## config.mk

```make
export PLATFORM = sky130hd
export DESIGN_NAME = min_max_peak_decimator
export DESIGN_NICKNAME = d
export VERILOG_FILES = /design/src/mmpd_pkg.sv /design/src/min_max_peak_decimator.sv /design/src/mmpd_cfg.sv /design/src/mmpd_core.sv /design/src/mmpd_obuf.sv
export SDC_FILE = /design/constraint.sdc
export NUM_CORES = 1
export LEC_CHECK = 0
export BUFFER_PORTS_ARGS = -buffer_cell sky130_fd_sc_hd__buf_2
export CORE_MARGIN = 2
export CORE_UTILIZATION = 45
export CTS_CLUSTER_DIAMETER = 30
export DETAILED_ROUTE_END_ITERATION = 10
export GPL_TIMING_DRIVEN = 0
export PLACE_DENSITY_LB_ADDON = 0.15
export SYNTH_ARGS = -nofsm -noshare
export SYNTH_HDL_FRONTEND = slang
export SYNTH_HIERARCHICAL = 1
export SYNTH_SLANG_ARGS = --single-unit
```

## constraint.sdc

```tcl
create_clock -name clk -period 9.2 [get_ports clk]
set_input_delay 1.38 -clock clk [delete_from_list [all_inputs] [get_ports clk]]
set_output_delay 1.38 -clock clk [all_outputs]
set_load 0.02 [all_outputs]
```

## src/mmpd_pkg.sv

```systemverilog
`timescale 1ns / 1ps
// ----------------------------------------------------------------------------
// mmpd_pkg
// Shared types, widths and helpers of the min/max peak decimator.
// ----------------------------------------------------------------------------
package mmpd_pkg;

  localparam int SAMPLE_BITS_DEF = 16;

  localparam int SPP_W   = 16;
  localparam int BL_W    = 13;
  localparam int N_W     = 24;
  localparam int SPAN_W  = SPP_W + BL_W;
  localparam int DIV_CNT_W = $clog2(N_W);
  localparam int CFG_IDX_W = 2;
  localparam int CFG_DATA_W = N_W;

  typedef enum logic [CFG_IDX_W-1:0] {
    REG_SPP         = 2'd0,
    REG_BUCKET_LIM  = 2'd1,
    REG_AVAILABLE   = 2'd2,
    REG_RIGHT_ALIGN = 2'd3
  } reg_idx_t;

  typedef struct packed {
    logic [SPP_W-1:0] spp;
    logic [BL_W-1:0]  bucket_limit;
    logic [N_W-1:0]   available;
    logic             right_align;
  } cfg_t;

  typedef struct packed {
    logic [N_W-1:0]   n;
    logic [SPP_W-1:0] rem;
  } span_t;

  typedef enum logic [1:0] {
    ST_IDLE,
    ST_SPAN,
    ST_CLAMP,
    ST_DIV
  } pre_st_t;

  function automatic logic [SPP_W-1:0] eff_spp(input logic [SPP_W-1:0] spp);
    eff_spp = (spp == '0) ? SPP_W'(1) : spp;
  endfunction

endpackage

```

## src/min_max_peak_decimator.sv

```systemverilog
`timescale 1ns / 1ps
// ----------------------------------------------------------------------------
// min_max_peak_decimator
// Waveform peak decimator: reduces each bucket of samples to a min/max pair.
// ----------------------------------------------------------------------------
// Takes one sample per clock while in_tready is high and emits a min/max
// beat at the end of every bucket, with tlast on the final bucket of a run;
// a sample with tuser set opens a run of n = min(bucket_limit *
// samples_per_bucket, available_samples) samples. Each sample goes through
// one compare-and-count stage into a result register backed by a skid stage,
// so input keeps flowing while out_tready is low for a beat. After any config
// write in_tready drops while the run span is recomputed: the limit*spp
// multiply, then the clamp, then the bit-serial n mod spp for right alignment.
// ----------------------------------------------------------------------------
module min_max_peak_decimator #(
  parameter int SAMPLE_BITS = mmpd_pkg::SAMPLE_BITS_DEF,
  localparam int IN_W  = ((SAMPLE_BITS + 7) / 8) * 8,
  localparam int OUT_W = ((2 * SAMPLE_BITS + 7) / 8) * 8
) (
  input  logic                                clk,
  input  logic                                rst_n,
  input  logic                                in_tvalid,
  output logic                                in_tready,
  input  logic [IN_W-1:0]                     in_tdata,   // sample
  input  logic                                in_tuser,   // first_of_run
  output logic                                out_tvalid,
  input  logic                                out_tready,
  output logic [OUT_W-1:0]                    out_tdata,  // bucket_min, bucket_max
  output logic                                out_tlast,
  input  logic                                cfg_valid,
  output logic                                cfg_ready,
  input  logic [mmpd_pkg::CFG_IDX_W-1:0]      cfg_index,
  input  logic [mmpd_pkg::CFG_DATA_W-1:0]     cfg_data
);

  mmpd_pkg::cfg_t  cfg;
  mmpd_pkg::span_t span;
  logic            busy, can_push, accept, res_valid, res_last;
  logic signed [SAMPLE_BITS-1:0] sample, res_min, res_max;
  logic [SAMPLE_BITS-1:0] o_min, o_max;

  assign cfg_ready = 1'b1;
  assign in_tready = !busy && can_push;
  assign accept    = in_tvalid && in_tready;
  assign sample    = in_tdata[SAMPLE_BITS-1:0];

  mmpd_cfg u_cfg (
    .clk     (clk),
    .rst_n   (rst_n),
    .wr_en   (cfg_valid && cfg_ready),
    .wr_idx  (cfg_index),
    .wr_data (cfg_data),
    .cfg     (cfg),
    .span    (span),
    .busy    (busy)
  );

  mmpd_core #(.SAMPLE_BITS(SAMPLE_BITS)) u_core (
    .clk          (clk),
    .rst_n        (rst_n),
    .cfg          (cfg),
    .span         (span),
    .accept       (accept),
    .sample       (sample),
    .first_of_run (in_tuser),
    .res_valid    (res_valid),
    .res_min      (res_min),
    .res_max      (res_max),
    .res_last     (res_last)
  );

  mmpd_obuf #(.SAMPLE_BITS(SAMPLE_BITS)) u_obuf (
    .clk       (clk),
    .rst_n     (rst_n),
    .push      (res_valid),
    .push_min  (res_min),
    .push_max  (res_max),
    .push_last (res_last),
    .can_push  (can_push),
    .out_valid (out_tvalid),
    .out_ready (out_tready),
    .out_min   (o_min),
    .out_max   (o_max),
    .out_last  (out_tlast)
  );

  assign out_tdata = OUT_W'({o_max, o_min});

endmodule

```

## src/mmpd_cfg.sv

```systemverilog
`timescale 1ns / 1ps
// ----------------------------------------------------------------------------
// mmpd_cfg
// Config registers plus the run span precompute: n = min(limit*spp, avail)
// and n mod spp by a restoring divider, one quotient bit per cycle.
// ----------------------------------------------------------------------------
module mmpd_cfg (
  input  logic                                 clk,
  input  logic                                 rst_n,
  input  logic                                 wr_en,
  input  logic [mmpd_pkg::CFG_IDX_W-1:0]       wr_idx,
  input  logic [mmpd_pkg::CFG_DATA_W-1:0]      wr_data,
  output mmpd_pkg::cfg_t                       cfg,
  output mmpd_pkg::span_t                      span,
  output logic                                 busy
);

  mmpd_pkg::cfg_t   cfg_r;
  mmpd_pkg::pre_st_t st_r, st_nxt;

  logic [mmpd_pkg::SPAN_W-1:0]    span_r;
  logic [mmpd_pkg::N_W-1:0]       n_r;
  logic [mmpd_pkg::N_W-1:0]       dvd_r;
  logic [mmpd_pkg::SPP_W-1:0]     rem_r;
  logic [mmpd_pkg::DIV_CNT_W-1:0] cnt_r;

  logic [mmpd_pkg::SPP_W-1:0]     espp;
  logic [mmpd_pkg::SPP_W:0]       trial;
  logic [mmpd_pkg::SPP_W-1:0]     rem_step;
  logic [mmpd_pkg::N_W-1:0]       n_clamp;
  logic                           div_last;

  assign espp     = mmpd_pkg::eff_spp(cfg_r.spp);
  assign trial    = {rem_r, dvd_r[mmpd_pkg::N_W-1]};
  assign rem_step = (trial >= {1'b0, espp}) ? mmpd_pkg::SPP_W'(trial - {1'b0, espp})
                                            : trial[mmpd_pkg::SPP_W-1:0];
  assign n_clamp  = (span_r < mmpd_pkg::SPAN_W'(cfg_r.available))
                    ? span_r[mmpd_pkg::N_W-1:0] : cfg_r.available;
  assign div_last = (cnt_r == mmpd_pkg::DIV_CNT_W'(mmpd_pkg::N_W - 1));

  always_comb begin
    st_nxt = st_r;
    unique case (st_r)
      mmpd_pkg::ST_IDLE:  st_nxt = mmpd_pkg::ST_IDLE;
      mmpd_pkg::ST_SPAN:  st_nxt = mmpd_pkg::ST_CLAMP;
      mmpd_pkg::ST_CLAMP: st_nxt = mmpd_pkg::ST_DIV;
      mmpd_pkg::ST_DIV:   st_nxt = div_last ? mmpd_pkg::ST_IDLE : mmpd_pkg::ST_DIV;
      default:            st_nxt = mmpd_pkg::ST_IDLE;
    endcase
    if (wr_en) begin
      st_nxt = mmpd_pkg::ST_SPAN;
    end
  end

  always_comb begin
    busy = (st_r != mmpd_pkg::ST_IDLE);
  end

  always_ff @(posedge clk) begin
    if (!rst_n) begin
      st_r                <= mmpd_pkg::ST_IDLE;
      cfg_r.spp           <= mmpd_pkg::SPP_W'(1);
      cfg_r.bucket_limit  <= mmpd_pkg::BL_W'(1);
      cfg_r.available     <= '0;
      cfg_r.right_align   <= 1'b0;
      n_r                 <= '0;
      rem_r               <= '0;
      cnt_r               <= '0;
    end else begin
      st_r <= st_nxt;
      if (wr_en) begin
        unique case (mmpd_pkg::reg_idx_t'(wr_idx))
          mmpd_pkg::REG_SPP:         cfg_r.spp <= wr_data[mmpd_pkg::SPP_W-1:0];
          mmpd_pkg::REG_BUCKET_LIM:  cfg_r.bucket_limit <= wr_data[mmpd_pkg::BL_W-1:0];
          mmpd_pkg::REG_AVAILABLE:   cfg_r.available <= wr_data[mmpd_pkg::N_W-1:0];
          mmpd_pkg::REG_RIGHT_ALIGN: cfg_r.right_align <= wr_data[0];
          default: ;
        endcase
      end
      case (st_r)
        mmpd_pkg::ST_CLAMP: begin
          n_r   <= n_clamp;
          rem_r <= '0;
          cnt_r <= '0;
        end
        mmpd_pkg::ST_DIV: begin
          rem_r <= rem_step;
          cnt_r <= cnt_r + mmpd_pkg::DIV_CNT_W'(1);
        end
        default: ;
      endcase
    end
  end

  always_ff @(posedge clk) begin
    case (st_r)
      mmpd_pkg::ST_SPAN:  span_r <= mmpd_pkg::SPAN_W'(cfg_r.bucket_limit) *
                                    mmpd_pkg::SPAN_W'(espp);
      mmpd_pkg::ST_CLAMP: dvd_r  <= n_clamp;
      mmpd_pkg::ST_DIV:   dvd_r  <= {dvd_r[mmpd_pkg::N_W-2:0], 1'b0};
      default: ;
    endcase
  end

  assign cfg      = cfg_r;
  assign span.n   = n_r;
  assign span.rem = rem_r;

endmodule

```

## src/mmpd_core.sv

```systemverilog
`timescale 1ns / 1ps
// ----------------------------------------------------------------------------
// mmpd_core
// Bucket tracking and running min/max update, one sample per beat.
// ----------------------------------------------------------------------------
module mmpd_core #(
  parameter int SAMPLE_BITS = mmpd_pkg::SAMPLE_BITS_DEF
) (
  input  logic                          clk,
  input  logic                          rst_n,
  input  mmpd_pkg::cfg_t                cfg,
  input  mmpd_pkg::span_t               span,
  input  logic                          accept,
  input  logic signed [SAMPLE_BITS-1:0] sample,
  input  logic                          first_of_run,
  output logic                          res_valid,
  output logic signed [SAMPLE_BITS-1:0] res_min,
  output logic signed [SAMPLE_BITS-1:0] res_max,
  output logic                          res_last
);

  logic signed [SAMPLE_BITS-1:0] min_r, min_nxt, max_r, max_nxt;
  logic [mmpd_pkg::SPP_W-1:0]    pos_r, pos_nxt, size_r, size_nxt;
  logic [mmpd_pkg::N_W-1:0]      remain_r, remain_nxt;

  logic [mmpd_pkg::SPP_W-1:0]    espp, start_size, size_e, pos_e, pos_inc;
  logic [mmpd_pkg::N_W-1:0]      rem_e, rem_dec;
  logic                          active, done, last;

  function automatic logic [mmpd_pkg::SPP_W-1:0] clip_size(
    input logic [mmpd_pkg::SPP_W-1:0] s,
    input logic [mmpd_pkg::N_W-1:0]   n
  );
    clip_size = (n < mmpd_pkg::N_W'(s)) ? n[mmpd_pkg::SPP_W-1:0] : s;
  endfunction

  always_comb begin
    espp       = mmpd_pkg::eff_spp(cfg.spp);
    start_size = (cfg.right_align && span.rem != '0) ? span.rem : clip_size(espp, span.n);
    rem_e      = first_of_run ? span.n : remain_r;
    pos_e      = first_of_run ? '0 : pos_r;
    size_e     = first_of_run ? start_size : size_r;
    active     = (rem_e != '0);
    rem_dec    = rem_e - mmpd_pkg::N_W'(1);
    pos_inc    = pos_e + mmpd_pkg::SPP_W'(1);
    last       = (rem_dec == '0);
    done       = (pos_inc >= size_e) || last;

    min_nxt    = (pos_e == '0 || sample < min_r) ? sample : min_r;
    max_nxt    = (pos_e == '0 || sample > max_r) ? sample : max_r;

    remain_nxt = remain_r;
    pos_nxt    = pos_r;
    size_nxt   = size_r;
    if (accept) begin
      remain_nxt = rem_e;
      pos_nxt    = pos_e;
      size_nxt   = size_e;
      if (active) begin
        remain_nxt = rem_dec;
        pos_nxt    = done ? '0 : pos_inc;
        if (done) begin
          size_nxt = last ? '0 : clip_size(espp, rem_dec);
        end
      end
    end

    res_valid = accept && active && done;
    res_min   = min_nxt;
    res_max   = max_nxt;
    res_last  = last;
  end

  always_ff @(posedge clk) begin
    if (!rst_n) begin
      remain_r <= '0;
      pos_r    <= '0;
      size_r   <= '0;
    end else begin
      remain_r <= remain_nxt;
      pos_r    <= pos_nxt;
      size_r   <= size_nxt;
    end
  end

  always_ff @(posedge clk) begin
    if (accept && active) begin
      min_r <= min_nxt;
      max_r <= max_nxt;
    end
  end

endmodule

```

## src/mmpd_obuf.sv

```systemverilog
`timescale 1ns / 1ps
// ----------------------------------------------------------------------------
// mmpd_obuf
// Result register with a skid stage so input can flow while output stalls.
// ----------------------------------------------------------------------------
module mmpd_obuf #(
  parameter int SAMPLE_BITS = mmpd_pkg::SAMPLE_BITS_DEF
) (
  input  logic                   clk,
  input  logic                   rst_n,
  input  logic                   push,
  input  logic [SAMPLE_BITS-1:0] push_min,
  input  logic [SAMPLE_BITS-1:0] push_max,
  input  logic                   push_last,
  output logic                   can_push,
  output logic                   out_valid,
  input  logic                   out_ready,
  output logic [SAMPLE_BITS-1:0] out_min,
  output logic [SAMPLE_BITS-1:0] out_max,
  output logic                   out_last
);

  localparam int ENT_W = 2 * SAMPLE_BITS + 1;

  logic             out_valid_r, skid_valid_r;
  logic [ENT_W-1:0] out_r, skid_r, push_ent;
  logic             pop;

  assign push_ent = {push_last, push_max, push_min};
  assign pop      = out_valid_r && out_ready;
  assign can_push = !skid_valid_r;

  always_ff @(posedge clk) begin
    if (!rst_n) begin
      out_valid_r  <= 1'b0;
      skid_valid_r <= 1'b0;
    end else if (skid_valid_r) begin
      if (pop) begin
        skid_valid_r <= 1'b0;
      end
    end else if (push) begin
      if (out_valid_r && !pop) begin
        skid_valid_r <= 1'b1;
      end else begin
        out_valid_r <= 1'b1;
      end
    end else if (pop) begin
      out_valid_r <= 1'b0;
    end
  end

  always_ff @(posedge clk) begin
    if (skid_valid_r) begin
      if (pop) begin
        out_r <= skid_r;
      end
    end else if (push) begin
      if (out_valid_r && !pop) begin
        skid_r <= push_ent;
      end else begin
        out_r <= push_ent;
      end
    end
  end

  assign out_valid = out_valid_r;
  assign out_min   = out_r[SAMPLE_BITS-1:0];
  assign out_max   = out_r[2*SAMPLE_BITS-1:SAMPLE_BITS];
  assign out_last  = out_r[ENT_W-1];

endmodule
```

# Yosys cells after proc, flatten, opt, wreduce, memory -nomap -nowiden
# Cells that the tools add are included.
dict set report op_classes {
  add_sub_neg 4
  multipliers 1
  magnitude_cmp 7
  eq_ne 10
  mux 34
  bitwise_logic 2
  reduce_logical 32
}
# operator count
set op_table {}
lappend op_table {{16-bit 2-to-1 mux} 14}
lappend op_table {{33-bit 2-to-1 mux} 4}
lappend op_table {{24-bit 2-to-1 mux} 3}
lappend op_table {{24-bit by 16-bit < comparator with 1-bit output} 2}
lappend op_table {{24-bit case mux with 2 select lines} 1}
lappend op_table {{16-bit logical NOT} 2}
lappend op_table {{16-bit case mux with 2 select lines} 1}
lappend op_table {{29-bit by 24-bit < comparator with 1-bit output} 1}
lappend op_table {{13-bit by 16-bit multiplier with 29-bit output} 1}
lappend op_table {{24-bit logical NOT} 1}
lappend op_table {{24-bit nonzero test} 1}
lappend op_table {{24-bit by 1-bit subtractor with 24-bit output (second input constant)} 1}
lappend op_table {{17-bit by 16-bit greater-or-equal comparator with 1-bit output} 1}
lappend op_table {{16-bit by 1-bit adder with 16-bit output (second input constant)} 1}
lappend op_table {{16-bit greater-or-equal comparator} 1}
lappend op_table {{16-bit greater-than comparator} 1}
lappend op_table {{16-bit < comparator} 1}
lappend op_table {{16-bit nonzero test} 1}
lappend op_table {{16-bit subtractor} 1}
lappend op_table {{5-bit case mux with 2 select lines} 1}
lappend op_table {{3-bit AND reduction} 3}
lappend op_table {{2-bit equality test (second input constant)} 4}
lappend op_table {{1-bit 2-to-1 mux} 8}
lappend op_table {{2-bit case mux with 4 select lines} 1}
lappend op_table {{14 further kinds} 34}
dict set report word_totals {
  register_bits 310
  in_bits 48
  out_inout_bits 36
}

# Depth between registers and ports, before layout
# Gate-level depths: netlist of run 1.
dict set report depth {
  word_depth 11
  mapped_depth 25
}

# By module
# The synthesis of run 1 kept the hierarchy.
# mod instances cells_per_inst area_per_inst_um2 seq_area_each_um2
set by_module_without_submodules {}
lappend by_module_without_submodules {mmpd_cfg 1 1587 13930.9 3613.5}
lappend by_module_without_submodules {mmpd_core 1 858 7566.0 2082.0}
lappend by_module_without_submodules {mmpd_obuf 1 117 2502.4 2021.9}
lappend by_module_without_submodules {min_max_peak_decimator 1 4 26.3 0.0}

# Worst setup path after synthesis of run 1
# No wires, ideal clock.
dict set report synth_path {
  kind {input port to flip-flop}
  startpoint {input port in_tuser}
  endpoint {register u_obuf.out_r[0] (enable)}
  arrival_ns 7.392
  t_required_ns 8.766
  setup_slack_ns 1.374
  path_stages 19
  path_buffers 7
  path_cell_list {buf_4 -> buf_6 -> clkbuf_1 -> buf_2 -> buf_2 -> clkbuf_1 -> mux2i_1 -> ha_1 -> nor4bb_1 -> o21ai_0 -> or4_1 -> a21oi_1 -> mux2_2 -> nor4b_4 -> a31oi_1 -> buf_2 -> nor2_1 -> mux2i_1 -> a21oi_1}
}
dict set report synth_between {
  elab_chain_len 7
}
# item line
set synth_lines {}
lappend synth_lines {{start: declaration} min_max_peak_decimator.sv:25} ;# input logic in_tuser,
lappend synth_lines {{16-bit 2-to-1 mux or 24-bit 2-to-1 mux (tied branches)} {mmpd_core.sv:41, mmpd_core.sv:40}}
lappend synth_lines {{16-bit by 1-bit adder with 16-bit output or 24-bit by 1-bit subtractor with 24-bit output (tied branches)} {mmpd_core.sv:45, mmpd_core.sv:44}}
lappend synth_lines {{16-bit greater-or-equal comparator or 24-bit logical NOT (tied branches)} {mmpd_core.sv:47, mmpd_core.sv:46}}
lappend synth_lines {{1-bit logical OR} mmpd_core.sv:47} ;# done = (pos_inc >= size_e) || last;
lappend synth_lines {{1-bit logical AND (*)} mmpd_core.sv:68} ;# res_valid = accept && active && done;
lappend synth_lines {{via res_valid} min_max_peak_decimator.sv:38} ;# logic busy, can_push, accept, res_valid, res_last;
lappend synth_lines {{2-bit nonzero test (no source line) (*)} n/a}
lappend synth_lines {{3-bit AND reduction (no source line) (*)} n/a}
lappend synth_lines {{end signal: assignment} mmpd_obuf.sv:55} ;# out_r <= skid_r;
lappend synth_lines {{end signal: assignment} mmpd_obuf.sv:61} ;# out_r <= push_ent;
lappend synth_lines {{end: declaration} mmpd_obuf.sv:26} ;# logic [ENT_W-1:0] out_r, skid_r, push_ent;
# Mark *: on every way through the listed nets, which the timed path passes. The rest lies on a longest branch.
# A chain may end at the register's enable or synchronous reset.

# Worst setup path in the final report of run 1
dict set report layout_path {
  startpoint {input port in_tuser}
  endpoint {register u_obuf.out_r[19] (enable)}
}
# The elaborated chain is that of the path after synthesis.

==> results of run 1 <==
## sequential cells by signal, indices dropped and copies added, names as in the netlist, 24 cells and up
name	count
u_cfg/span_r	29
u_obuf/skid_r	33
u_cfg/cfg	54
u_cfg/n_r	24
u_core/remain_r	24
u_obuf/out_r	33
u_cfg/dvd_r	24
## power by group
group / leakage [nW] / internal, W / switching (W)
sequential: 2.69 / 0.00152 / 0.0000461
clock: 1.31 / 0.00190 / 0.000871
combinational: 8.22 / 0.000277 / 0.000429
## stage by stage
| step | utilization | cell area (um2) | setup slack [ps] | hold WS (ps) |
|---|---|---|---|---|
| CTS | 0.533 | 28100 | 1210 | 459 |
| detailed placement | 0.482 | 25400 | 582 | 449 |
| finish | 0.534 | 28100 | 1100 | 462 |
| global placement | 0.480 | 25300 | -1320 | 443 |
| global route | 0.533 | 28100 | 780 | 489 |
| floorplan | - | 24000 | 1370 | 433 |
## kinds of logic after synthesis
logic type      after synthesis  share of synthesized area
simple gates                784                      0.158
compound gates              448                      0.118
buf+inv                     429                     0.0706
fa+ha+maj                   350                      0.231
flops                       310                      0.321
mux                         171                     0.0752
xor+xnor                     73                     0.0266
other cells                   1                   0.000156
## Yosys cell counts (8+ instances only)
master / number
and2_1: 107
inv_1: 319
and3_1: 16
nand2b_1: 14
nor2_1: 119
o21bai_1: 9
mux2_2: 76
o22a_1: 10
a21o_1: 32
nand2_1: 350
o221ai_1: 17
a21boi_0: 19
o21ai_0: 69
a31oi_1: 8
fa_1: 155
mux2i_1: 95
nand3_1: 41
nor3_1: 22
nor2b_1: 24
ha_1: 195
edfxtp_1: 151
o21ai_1: 26
clkbuf_1: 86
xnor2_1: 44
dfxtp_1: 159
a21oi_1: 163
nand4_1: 20
o21a_1: 15
xor2_1: 29
a22o_1: 10
a221oi_1: 8
nor4_1: 25
## how the worst max path moves through the flow
stage	from	endpoint
after global routing	in_tuser	u_obuf/out_r[31]$_DFFE_PP_
after global placement	in_tuser	u_obuf/out_r[0]$_DFFE_PP_
after floorplan	in_tuser	u_obuf/out_r[0]$_DFFE_PP_
after detailed placement	in_tuser	u_obuf/out_r[0]$_DFFE_PP_
after CTS	in_tuser	u_obuf/out_r[17]$_DFFE_PP_
final	in_tuser	u_obuf/out_r[19]$_DFFE_PP_
## per-layer routing
metal	up-vias	part of all wire
met3	142	0.054
met1	9558	0.44
met4	0	0.038
met5	-	0
li1	9103	-
met2	643	0.47
## layout make-up
class                           instances  area, um2  share of cell area
Antenna cell                            2       5.00            0.000178
Buffer                                108        492              0.0175
Clock buffer                           98       2130              0.0758
Clock inverter                         41        553              0.0197
Inverter                              321       1200              0.0429
Multi-Input combinational cell       1827      14600               0.521
Sequential cell                       310       7720               0.275
Tap cell                              688        861              0.0306
Timing Repair Buffer                   86        503              0.0179
## worst max-delay path, cell delays in order
cell and delay (ps):
buf_4 150, buf_6 190, clkbuf_1 560, buf_2 410, buf_2 380, clkbuf_1 500
mux2i_1 360, ha_1 300, nor4bb_1 370, o21ai_0 210, or4_1 600, a21oi_1 270
mux2_2 390, nor4b_4 350, a31oi_1 280, buf_2 270, nor2_1 400, mux2i_1 210
a21oi_4 490, buf_16 250
==> results by group, run 1 <==
Timing
  • Period utilization: 0.880
  • Final setup violation count: 0
  • Slew headroom: 0.131
  • FMAX: 0.123 GHz
  • Worst-margin pin slew: 1290 ps
  • Sum Neg Setup Slack: 0 ps
  • Final Hold Vio Count: 0
  • RSZ-0062 raised after global routing: false
  • Max-slew violations: 0
  • Fin crit period: 8100 ps
  • Final Skew: 17.1 ps

CTS
  • Clock Latency Late Sink: 600 ps
  • Root Buffer: clkbuf_16
  • H-tree depth: 3
  • Clock Path Buffers: 3
  • Inserted Clock Buffers: 75
  • CTS Hold Bufs: 0
  • Post-CTS Setup Repair Bufs: 0
  • TritonCTS clock tree: built
  • CTS Sinks: 310
  • Post-CTS sizing: 0
  • Clk slew on worst S/H paths: 40 ps

Layout
  • Layout cell share with drive strength beyond 1: 0.119
  • Final Net Count: 3127
  • Final Non-Filler Cells: 3481
  • Area grow syn2layout: 16.9%
  • Commonest non-fill, non-tap cell in the layout: nand2_1
  • Filler cells: 4828
  • Most frequent cells in the layout: nand2_1 (350), inv_1 (319), ha_1 (195)

Power and ir drop
  • Power, Total: 0.00504 W
  • Pwr/cell area: 179 nW/um2
  • Maximum vdd drop: 0.116 mV
  • Leak Pwr: 12.2 nW

Route
  • Residual DRC: 0
  • Drt first pass iters: 6
  • Routed WL: 71.8 mm
  • First-iteration detailed-routing DRC count: 1448
  • Detail Route Antenna Nets: 0
  • DR vias/cell: 5.59
  • DR WL/cell: 20.6 um
  • Via count: 19400

Worst setup path
  • Arr. time, crit path: 8390 ps
  • Cells on worst reg2reg path: 19
  • R2r setup slk: 2300 ps
  • Crit path kind: in -> reg
  • CP startpoint kind: primary input
  • Setup crit end kind: register
  • FF-to-FF End: u_cfg/span_r[25]$_DFFE_PN_
  • CP required: 9490 ps
  • Worst-path maximum fanout: 23
  • FF-to-FF Start: u_cfg/cfg[46]$_SDFFE_PN0P_

Job
  • Max-cap viol count: 0

Global routing
  • Busiest grt layer: met2
  • Initial antenna violation count: 1
  • All-Layer GR Usage: 0.258
  • M2 GR Usage: 0.415
  • First-pass GRT wire length: 112 mm
  • GRT overflow: 0
  • M3 GR Usage: 0.0359
  • Largest net degree at the start of global routing: 35
  • GRT met1 Usage: 0.351
  • Vias in the first global route: 19700

Synthesis
  • Commonest register cell after synthesis: dfxtp_1
  • Yosys cell types: 87
  • Synth Warn #: 6
  • Synth area leader: edfxtp_1
  • Asr flop ratio synth: 0
  • Mapped Cells: 2566
  • Sequential element share of the synthesized area: 0.321
  • Mapped Nets: 2964
  • Syn_area_per_cell: 9.36 um2
  • Cell Area, Synth: 24000 um2
  • FF+latch count, synth: 310
  • Post-synth top area share: 0.189
  • Post-synth EDFFs: 151
  • Top cells by area, synth: edfxtp_1 (19%), dfxtp_1 (13%), fa_1 (13%)

Floorplan
  • Rows: 84
  • Die W: 235 um
  • Core Region: 52700 um2
  • Initial core utilization: 0.456
  • Height of the die: 235 um
  • Io pins: 84
  • Area of the die: 55300 um2

Hold path
  • Worst Hold End: u_core/size_r[5]$_SDFFE_PN0P_
  • Worst Hold Class: reg -> reg
  • Hold path cells: 2
  • Worst hold start: u_core/size_r[5]$_SDFFE_PN0P_

Placed design
  • Post-detail-place hpwl: 55.4 mm
  • Buffers on Ports: 81
  • Placer Congestion: 0.924
  • Dpl cells: 3339

Run status
  • Outcome: completed
Power figures use the tool's default switching activity.
==> inputs of run 2 (changes only) <==
--- a/config.mk
+++ b/config.mk
@@ -5,6 +5,7 @@
 export SDC_FILE = /design/constraint.sdc
 export NUM_CORES = 1
 export LEC_CHECK = 0
+export ABC_AREA = 1
 export BUFFER_PORTS_ARGS = -buffer_cell sky130_fd_sc_hd__buf_2
 export CORE_MARGIN = 2
 export CORE_UTILIZATION = 45
==> run 2 against run 1 <==
Critical path depth up 9. Synthesized cell count up 37%. Sequential cell count unchanged.
==> results by group, run 2 <==
Run status
  • Outcome: completed

Worst setup path
  • FF-to-FF Start: u_cfg/cfg[42]$_SDFFE_PN0P_
  • Slowest stage cell, crit path: inv_1
  • Worst-path maximum fanout: 20 (-13%)
  • CP bufs+invs: 10 (+2)
  • Critical Path Max Stage Delay: 700 ps (+100 ps)
  • Setup crit end kind: register
  • Cells on worst reg2reg path: 22 (+3)
  • CP required: 9520 ps (+30 ps)
  • Arr. time, crit path: 7140 ps (-1250 ps)
  • CP startpoint kind: primary input
  • Top delay family on crit path: buffers and inverters
  • Crit path from: in_tuser
  • Cell mode on critical path: nor2_1
  • Crit path kind: in -> reg
  • Critical Path Stages: 29 (+45%)

Route
  • First-iteration detailed-routing DRC count: 2132 (+47%)
  • Detail Route Antenna Nets: 0 (unchanged)
  • Routed WL: 81.9 mm (+14%)
  • DR vias/cell: 5.18 (-7.2%)
  • Residual DRC: 0 (unchanged)
  • Drt first pass iters: 6 (unchanged)
  • Via count: 23400 (+20%)
  • DR WL/cell: 18.1 um (-12%)

Synthesis
  • Syn_area_per_cell: 7.46 um2 (-20%)
  • Synth area leader: edfxtp_1
  • Yosys cell types: 67 (-23%)
  • Most common cell in the netlist: nand2_1
  • Synth Warn #: 6 (unchanged)
  • FF+latch count, synth: 310 (unchanged)
  • Top cells by area, synth: edfxtp_1 (17%), nand2_1 (14%), dfxtp_1 (12%)
  • Post-synth EDFFs: 151 (unchanged)
  • Asr flop ratio synth: 0 (unchanged)
  • Post-synth top area share: 0.173 (-0.0158)
  • Commonest register cell after synthesis: dfxtp_1
  • Mapped Cells: 3514 (+37%)
  • Mapped Nets: 3912 (+32%)
  • Cell Area, Synth: 26200 um2 (+9.1%)
  • Synth cell count leaders: nand2_1 (1004), inv_1 (622), nand3_1 (220)
  • Sequential element share of the synthesized area: 0.294 (-0.0269)

Power and ir drop
  • Comb power frac: 0.208 (+0.068)
  • Clock share of power: 0.506 (-0.043)
  • P_int: 0.00397 W (+7.7%)
  • Leak Pwr: 15.4 nW (+26%)
  • Switch share: 0.310 (+0.0431)
  • Maximum vdd drop: 0.130 mV (+13%)
  • Pwr/cell area: 189 nW/um2 (+5.3%)
  • Reg power frac: 0.286 (-0.024)
  • Sw Pwr: 0.00179 W (+33%)

CTS
  • Post-CTS Setup Repair Bufs: 0 (unchanged)
  • Clk slew on worst S/H paths: 40 ps (about the same)
  • CTS Sinks: 310 (unchanged)
  • Clock Latency Late Sink: 640 ps (+40 ps)
  • CTS Hold Bufs: 0 (unchanged)
  • Inserted Clock Buffers: 81 (+8.0%)
  • H-tree depth: 3 (unchanged)
  • Root Buffer: clkbuf_16
  • Clock Path Buffers: 3 (unchanged)
  • TritonCTS clock tree: built
  • Post-CTS sizing: 0 (unchanged)

Global routing
  • All-Layer GR Usage: 0.274 (+0.0159)
  • Initial antenna violation count: 0 (-1)
  • GRT overflow: 0 (unchanged)
  • Largest net degree at the start of global routing: 30 (-14%)
  • Vias in the first global route: 22000 (+12%)
  • First-pass GRT wire length: 127 mm (+14%)

Timing
  • Final setup violation count: 0 (unchanged)
  • Slew headroom: 0.252 (+0.121)
  • Final Skew: 48.8 ps (+31.7 ps)
  • Period utilization: 0.741 (-0.140)
  • Worst-margin pin slew: 1120 ps (-170 ps)
  • RSZ-0062 raised after global routing: false
  • Max-slew violations: 0 (unchanged)
  • FMAX: 0.147 GHz (+19%)
  • Hold Slack: 463 ps (+0.820 ps)
  • Final Hold Vio Count: 0 (unchanged)
  • Fin crit period: 6820 ps (-1280 ps)
  • Sum Neg Setup Slack: 0 ps (unchanged)

Layout
  • Total area of sequential cells: 7720 um2 (unchanged)
  • Diodes inserted: 0 (-2)
  • Commonest non-fill, non-tap cell in the layout: nand2_1
  • Area of the multi-input gates: 15400 um2 (+5.1%)
  • Final Net Count: 4079 (+30%)
  • Filler cells: 5712 (+18%)
  • Number of flip-flops in the largest register: 54 (unchanged)
  • Layout cell share with drive strength beyond 1: 0.113 (-0.00633)
  • Post-route cell area: 30500 um2 (+8.7%)
  • Most frequent cells in the layout: nand2_1 (1004), inv_1 (622), nand3_1 (220)
  • Area grow syn2layout: 16.5%

Floorplan
  • Rows: 88 (+4.8%)
  • Height of the die: 245 um (+4.4%)
  • Io pins: 84 (unchanged)
  • Area of the die: 60200 um2 (+9.0%)
  • Die W: 245 um (+4.4%)
  • Initial core utilization: 0.454 (-0.00180)
  • Core Region: 57700 um2 (+9.6%)

Job
  • Max-cap viol count: 0 (unchanged)

Placed design
  • Placed instance area: 27700 um2 (+8.9%)
  • Placer Congestion: 1.02 (+10%)
  • Post-detail-place hpwl: 64.6 mm (+17%)
  • Buffers on Ports: 81 (unchanged)

Hold path
  • Worst Hold Class: reg -> reg
  • Hold path cells: 2 (unchanged)
  • Worst hold start: u_core/remain_r[23]$_SDFFE_PN0P_
-- run 2: cell types whose count changed in the layout (fill, tap and decap cells not counted), sizes merged, moves of 71 or more --
| cell | change |
|---|---|
| and2 | -105 |
| inv | +312 |
| mux2 | -76 |
| mux2i | -95 |
| nand2 | +702 |
| nand3 | +197 |
| nor2 | +71 |
-- run 2: power groups by stage --
stage	Sequential [W]	Clock [W]	Combinational, W
finish	0.00165	0.00292	0.00120
CTS	0.00165	0.00295	0.00119
global placement	0.00167	0	0.00116
detailed placement	0.00167	0	0.00118
global route	0.00166	0.00304	0.00134
floorplan	0.00167	0	0.000817
-- run 2: worst reg2reg max path: stages, from the launching register on --
cell and delay [ps]:
dfxtp_1 480, nor4_1 380, nand4_1 130, nand2_1 460
clkinv_1 410, nor2_1 320, ha_1 200, inv_1 50
fa_1 500, inv_1 60, fa_1 510, fa_1 540
inv_1 60, fa_1 630, inv_1 70, ha_1 360
a21oi_1 270, o21ai_0 150, a21oi_1 130, o21ai_0 210
and2_1 220, o21bai_1 120, nand2_1 80
-- run 2: path summary, 6_finish.rpt --
kind / end / slack [ps]
worst max-delay path: u_obuf/skid_r[15]$_DFFE_PP_ / 2380
worst min-delay path: u_core/remain_r[23]$_SDFFE_PN0P_ / 460
worst max register to register: u_cfg/span_r[21]$_DFFE_PN_ / 2620
worst min register to register: u_core/remain_r[23]$_SDFFE_PN0P_ / 460
-- run 2: logic make-up (layout without fill, tap and decap cells) --
logic type                 Yosys count  in the layout  share of synthesized area
DFF                                310            310                      0.294
and+or+nand+nor                   1603           1603                      0.267
other                                1              1                   0.000143
adders and majority gates          350            350                      0.211
xor gates and xnor gates            47             47                     0.0157
buffers and inverters              783           1016                      0.120
AOI/OAI and AO/OA                  420            420                     0.0919
-- run 2: area by class of cell --
| class | instances | area share |
|---|---|---|
| Buffer | 138 | 0.0234 |
| Tap cell | 765 | 0.0313 |
| Inverter | 645 | 0.0797 |
| Clock inverter | 46 | 0.0209 |
| Multi-Input combinational cell | 2421 | 0.504 |
| Timing Repair Buffer | 84 | 0.0151 |
| Clock buffer | 103 | 0.0734 |
| Sequential cell | 310 | 0.253 |
-- run 2: stage by stage --
| step | worst slack [ps] | total power, W | instances | util |
|---|---|---|---|---|
| after floorplan | 2220 | 0.00249 | 3514 | - |
| after CTS | 2470 | 0.00578 | 4512 | 0.529 |
| after detailed placement | 1800 | 0.00285 | 4363 | 0.479 |
| after global routing | 2010 | 0.00604 | 4512 | 0.529 |
| final | 2380 | 0.00576 | 4512 | 0.529 |
| after global placement | 229 | 0.00283 | 4360 | 0.478 |
-- run 2: per-layer routing --
layer,vias up,track usage,wire length (um)
li1,11500,-,-
met1,10900,0.384,36800
met2,862,0.431,36900
met3,123,0.0414,5700
met4,0,0.0970,2500
met5,-,0,0
==> inputs of run 3 (changes only) <==
==> constraint.sdc (replaced) <==
create_clock -name clk -period 6.9 [get_ports clk]
set_input_delay 1.035 -clock clk [delete_from_list [all_inputs] [get_ports clk]]
set_output_delay 1.035 -clock clk [all_outputs]
set_load 0.02 [all_outputs]
==> run 3 against run 2 <==
Via count fell by 0.18%. Clock skew rose by 4.4 ps. Critical path type is now reg -> reg. Core utilization barely moved. Wire length barely moved. Largest power group unchanged. Clock power rose by 33%. Count of clock-buffer cells in the layout did not move. Non-clock buffer count did not move.
==> results by group, run 3 (same netlist as run 2, synthesis figures left out) <==
Run status
  • Outcome: completed

Timing
  • Sum Neg Setup Slack: 0 ps (unchanged)
  • RSZ-0062 raised after global routing: false
  • Max-slew violations: 0 (unchanged)
  • Final setup violation count: 0 (unchanged)
  • Worst-margin pin slew: 1110 ps (-6.80 ps)
  • Slew headroom: 0.257 (+0.00454)
  • Final Hold Vio Count: 0 (unchanged)
  • Fin worst setup slack: 437 ps (-1950 ps)
  • Period utilization: 0.937
  • Final Skew: 53.3 ps (+4.42 ps)
  • Fin crit period: 6460 ps
  • FMAX: 0.155 GHz

Layout
  • Final Non-Filler Cells: 4512 (unchanged)
  • Final Net Count: 4079 (unchanged)
  • Area grow syn2layout: 16.5% (about the same)
  • Area of the multi-input gates: 15400 um2 (about the same)
  • Diodes inserted: 0 (unchanged)
  • Total area of sequential cells: 7720 um2 (unchanged)
  • Commonest non-fill, non-tap cell in the layout: nand2_1
  • Number of flip-flops in the largest register: 54 (unchanged)
  • Filler cells: 5712 (unchanged)
  • Layout cell share with drive strength beyond 1: 0.113 (+0.000534)
  • Most frequent cells in the layout: nand2_1 (1003), inv_1 (621), nand3_1 (220)

CTS
  • H-tree depth: 3 (unchanged)
  • Post-CTS sizing: 0 (unchanged)
  • TritonCTS clock tree: built
  • CTS Sinks: 310 (unchanged)
  • Inserted Clock Buffers: 81 (unchanged)
  • Clk slew on worst S/H paths: 40 ps (about the same)
  • Root Buffer: clkbuf_16
  • CTS Hold Bufs: 0 (unchanged)
  • Clock Latency Late Sink: 640 ps (about the same)
  • Clock Path Buffers: 3 (unchanged)
  • Post-CTS Setup Repair Bufs: 0 (unchanged)

Floorplan
  • Io pins: 84 (unchanged)
  • Height of the die: 245 um (unchanged)
  • Core Region: 57700 um2 (unchanged)
  • Die W: 245 um (unchanged)
  • Rows: 88 (unchanged)
  • Initial core utilization: 0.454 (unchanged)
  • Area of the die: 60200 um2 (unchanged)

Route
  • DR WL/cell: 18.2 um (about the same)
  • DR vias/cell: 5.17 (-0.18%)
  • Residual DRC: 0 (unchanged)
  • Via count: 23300 (-0.18%)
  • First-iteration detailed-routing DRC count: 2062 (-3.3%)
  • Routed WL: 81.9 mm (about the same)
  • Drt first pass iters: 6 (unchanged)
  • Detail Route Antenna Nets: 0 (unchanged)

Power and ir drop
  • P_int: 0.00530 W (+33%)
  • Switch share: 0.311 (about the same)
  • Leak Pwr: 15.4 nW (about the same)
  • Reg power frac: 0.286 (about the same)
  • Comb power frac: 0.208 (about the same)
  • Power, Total: 0.00768 W (+33%)
  • Sw Pwr: 0.00239 W (+33%)
  • Clock share of power: 0.506 (about the same)
  • Pwr/cell area: 251 nW/um2 (+33%)
  • Maximum vdd drop: 0.174 mV (+33%)

Worst setup path
  • Worst-path maximum fanout: 20 (unchanged)
  • Setup crit end kind: register
  • Crit path kind: reg -> reg
  • CP startpoint kind: register
  • R2r setup slk: 440 ps (-2180 ps)
  • Arr. time, crit path: 6830 ps (-310 ps)
  • CP required: 7270 ps (-2250 ps)

Global routing
  • First-pass GRT wire length: 127 mm (unchanged)
  • Largest net degree at the start of global routing: 30 (unchanged)
  • GRT overflow: 0 (unchanged)
  • Initial antenna violation count: 0 (unchanged)
  • Vias in the first global route: 22000 (unchanged)
  • All-Layer GR Usage: 0.274 (unchanged)

Placed design
  • Setup WS pre-CTS: -155 ps (-1950 ps)
  • Buffers on Ports: 81 (unchanged)
  • Placer Congestion: 1.02 (unchanged)
  • Dpl cells: 4363 (unchanged)
  • Post-detail-place hpwl: 64.6 mm (unchanged)

Job
  • Max-cap viol count: 0 (unchanged)

Hold path
  • Worst Hold Class: reg -> reg
==> run 3: cell types whose count changed in the layout (fill, tap and decap cells not counted), sizes merged <==
| cell | before | now |
|---|---|---|
| inv | 644 | 643 |
| clkinvlp | 10 | 11 |
==> run 3: layer usage <==
layer / routed length (um) / share of wire / up-vias / global-route usage
met2: 36800 / 0.45 / 870 / 0.431
li1: - / - / 11500 / -
met5: 0 / 0 / - / 0
met4: 2420 / 0.029 / 0 / 0.0970
met1: 36700 / 0.45 / 10900 / 0.384
met3: 5960 / 0.073 / 119 / 0.0414
==> run 3: worst max-delay path, cell delays in order, from the launching register on <==
cell	delay, ps
dfxtp_1	740
inv_1	240
ha_1	350
nand2_1	60
inv_1	30
o21ai_0	130
nand2_1	110
a2111oi_4	560
nand2_1	320
clkbuf_1	300
nand2_1	110
nand3_1	130
a21boi_0	400
ha_1	320
a21oi_1	150
nor2_1	60
a211oi_1	180
o211ai_1	140
a211oi_1	570
a21boi_4	210
inv_1	90
nor2_1	40
nand2_1	140
clkinvlp_4	470
buf_8	340
==> run 3: through the flow <==
step / util / hold WS, ps / area (um2)
6_report: 0.530 / 464 / 30600
4_1_cts: 0.529 / 463 / 30500
2_1_floorplan: - / 426 / 26200
3_5_place_dp: 0.479 / 451 / 27700
3_3_place_gp: 0.478 / 440 / 27600
5_1_grt: 0.530 / 482 / 30600
==> run 3: final timing paths <==
kind / startpoint / endpoint / cells past startpoint
setup / recovery: u_cfg/cfg[51]$_SDFFE_PN0P_ / u_obuf/skid_r[15]$_DFFE_PP_ / 24
hold / removal: u_core/remain_r[15]$_SDFFE_PN0P_ / u_core/remain_r[15]$_SDFFE_PN0P_ / 2
setup reg to reg: u_cfg/cfg[51]$_SDFFE_PN0P_ / u_obuf/skid_r[15]$_DFFE_PP_ / 24
hold reg to reg: u_core/remain_r[15]$_SDFFE_PN0P_ / u_core/remain_r[15]$_SDFFE_PN0P_ / 2
==> run 3: layout make-up <==
cell class                 instances  area share
buffer                           138      0.0233
clock buffer                     103      0.0733
clock inverter                    46      0.0208
inverter                         645      0.0798
multi-input combinational       2421       0.504
sequential                       310       0.253
tap                              765      0.0313
timing repair buffer              84      0.0151
==> run 3: power groups by stage <==
stage | Combinational (W) | Clock (W) | Sequential (W)
after floorplan | 0.00109 | 0 | 0.00222
after global placement | 0.00155 | 0 | 0.00223
after detailed placement | 0.00157 | 0 | 0.00223
after global routing | 0.00179 | 0.00405 | 0.00221
final | 0.00160 | 0.00389 | 0.00220
after CTS | 0.00158 | 0.00394 | 0.00220
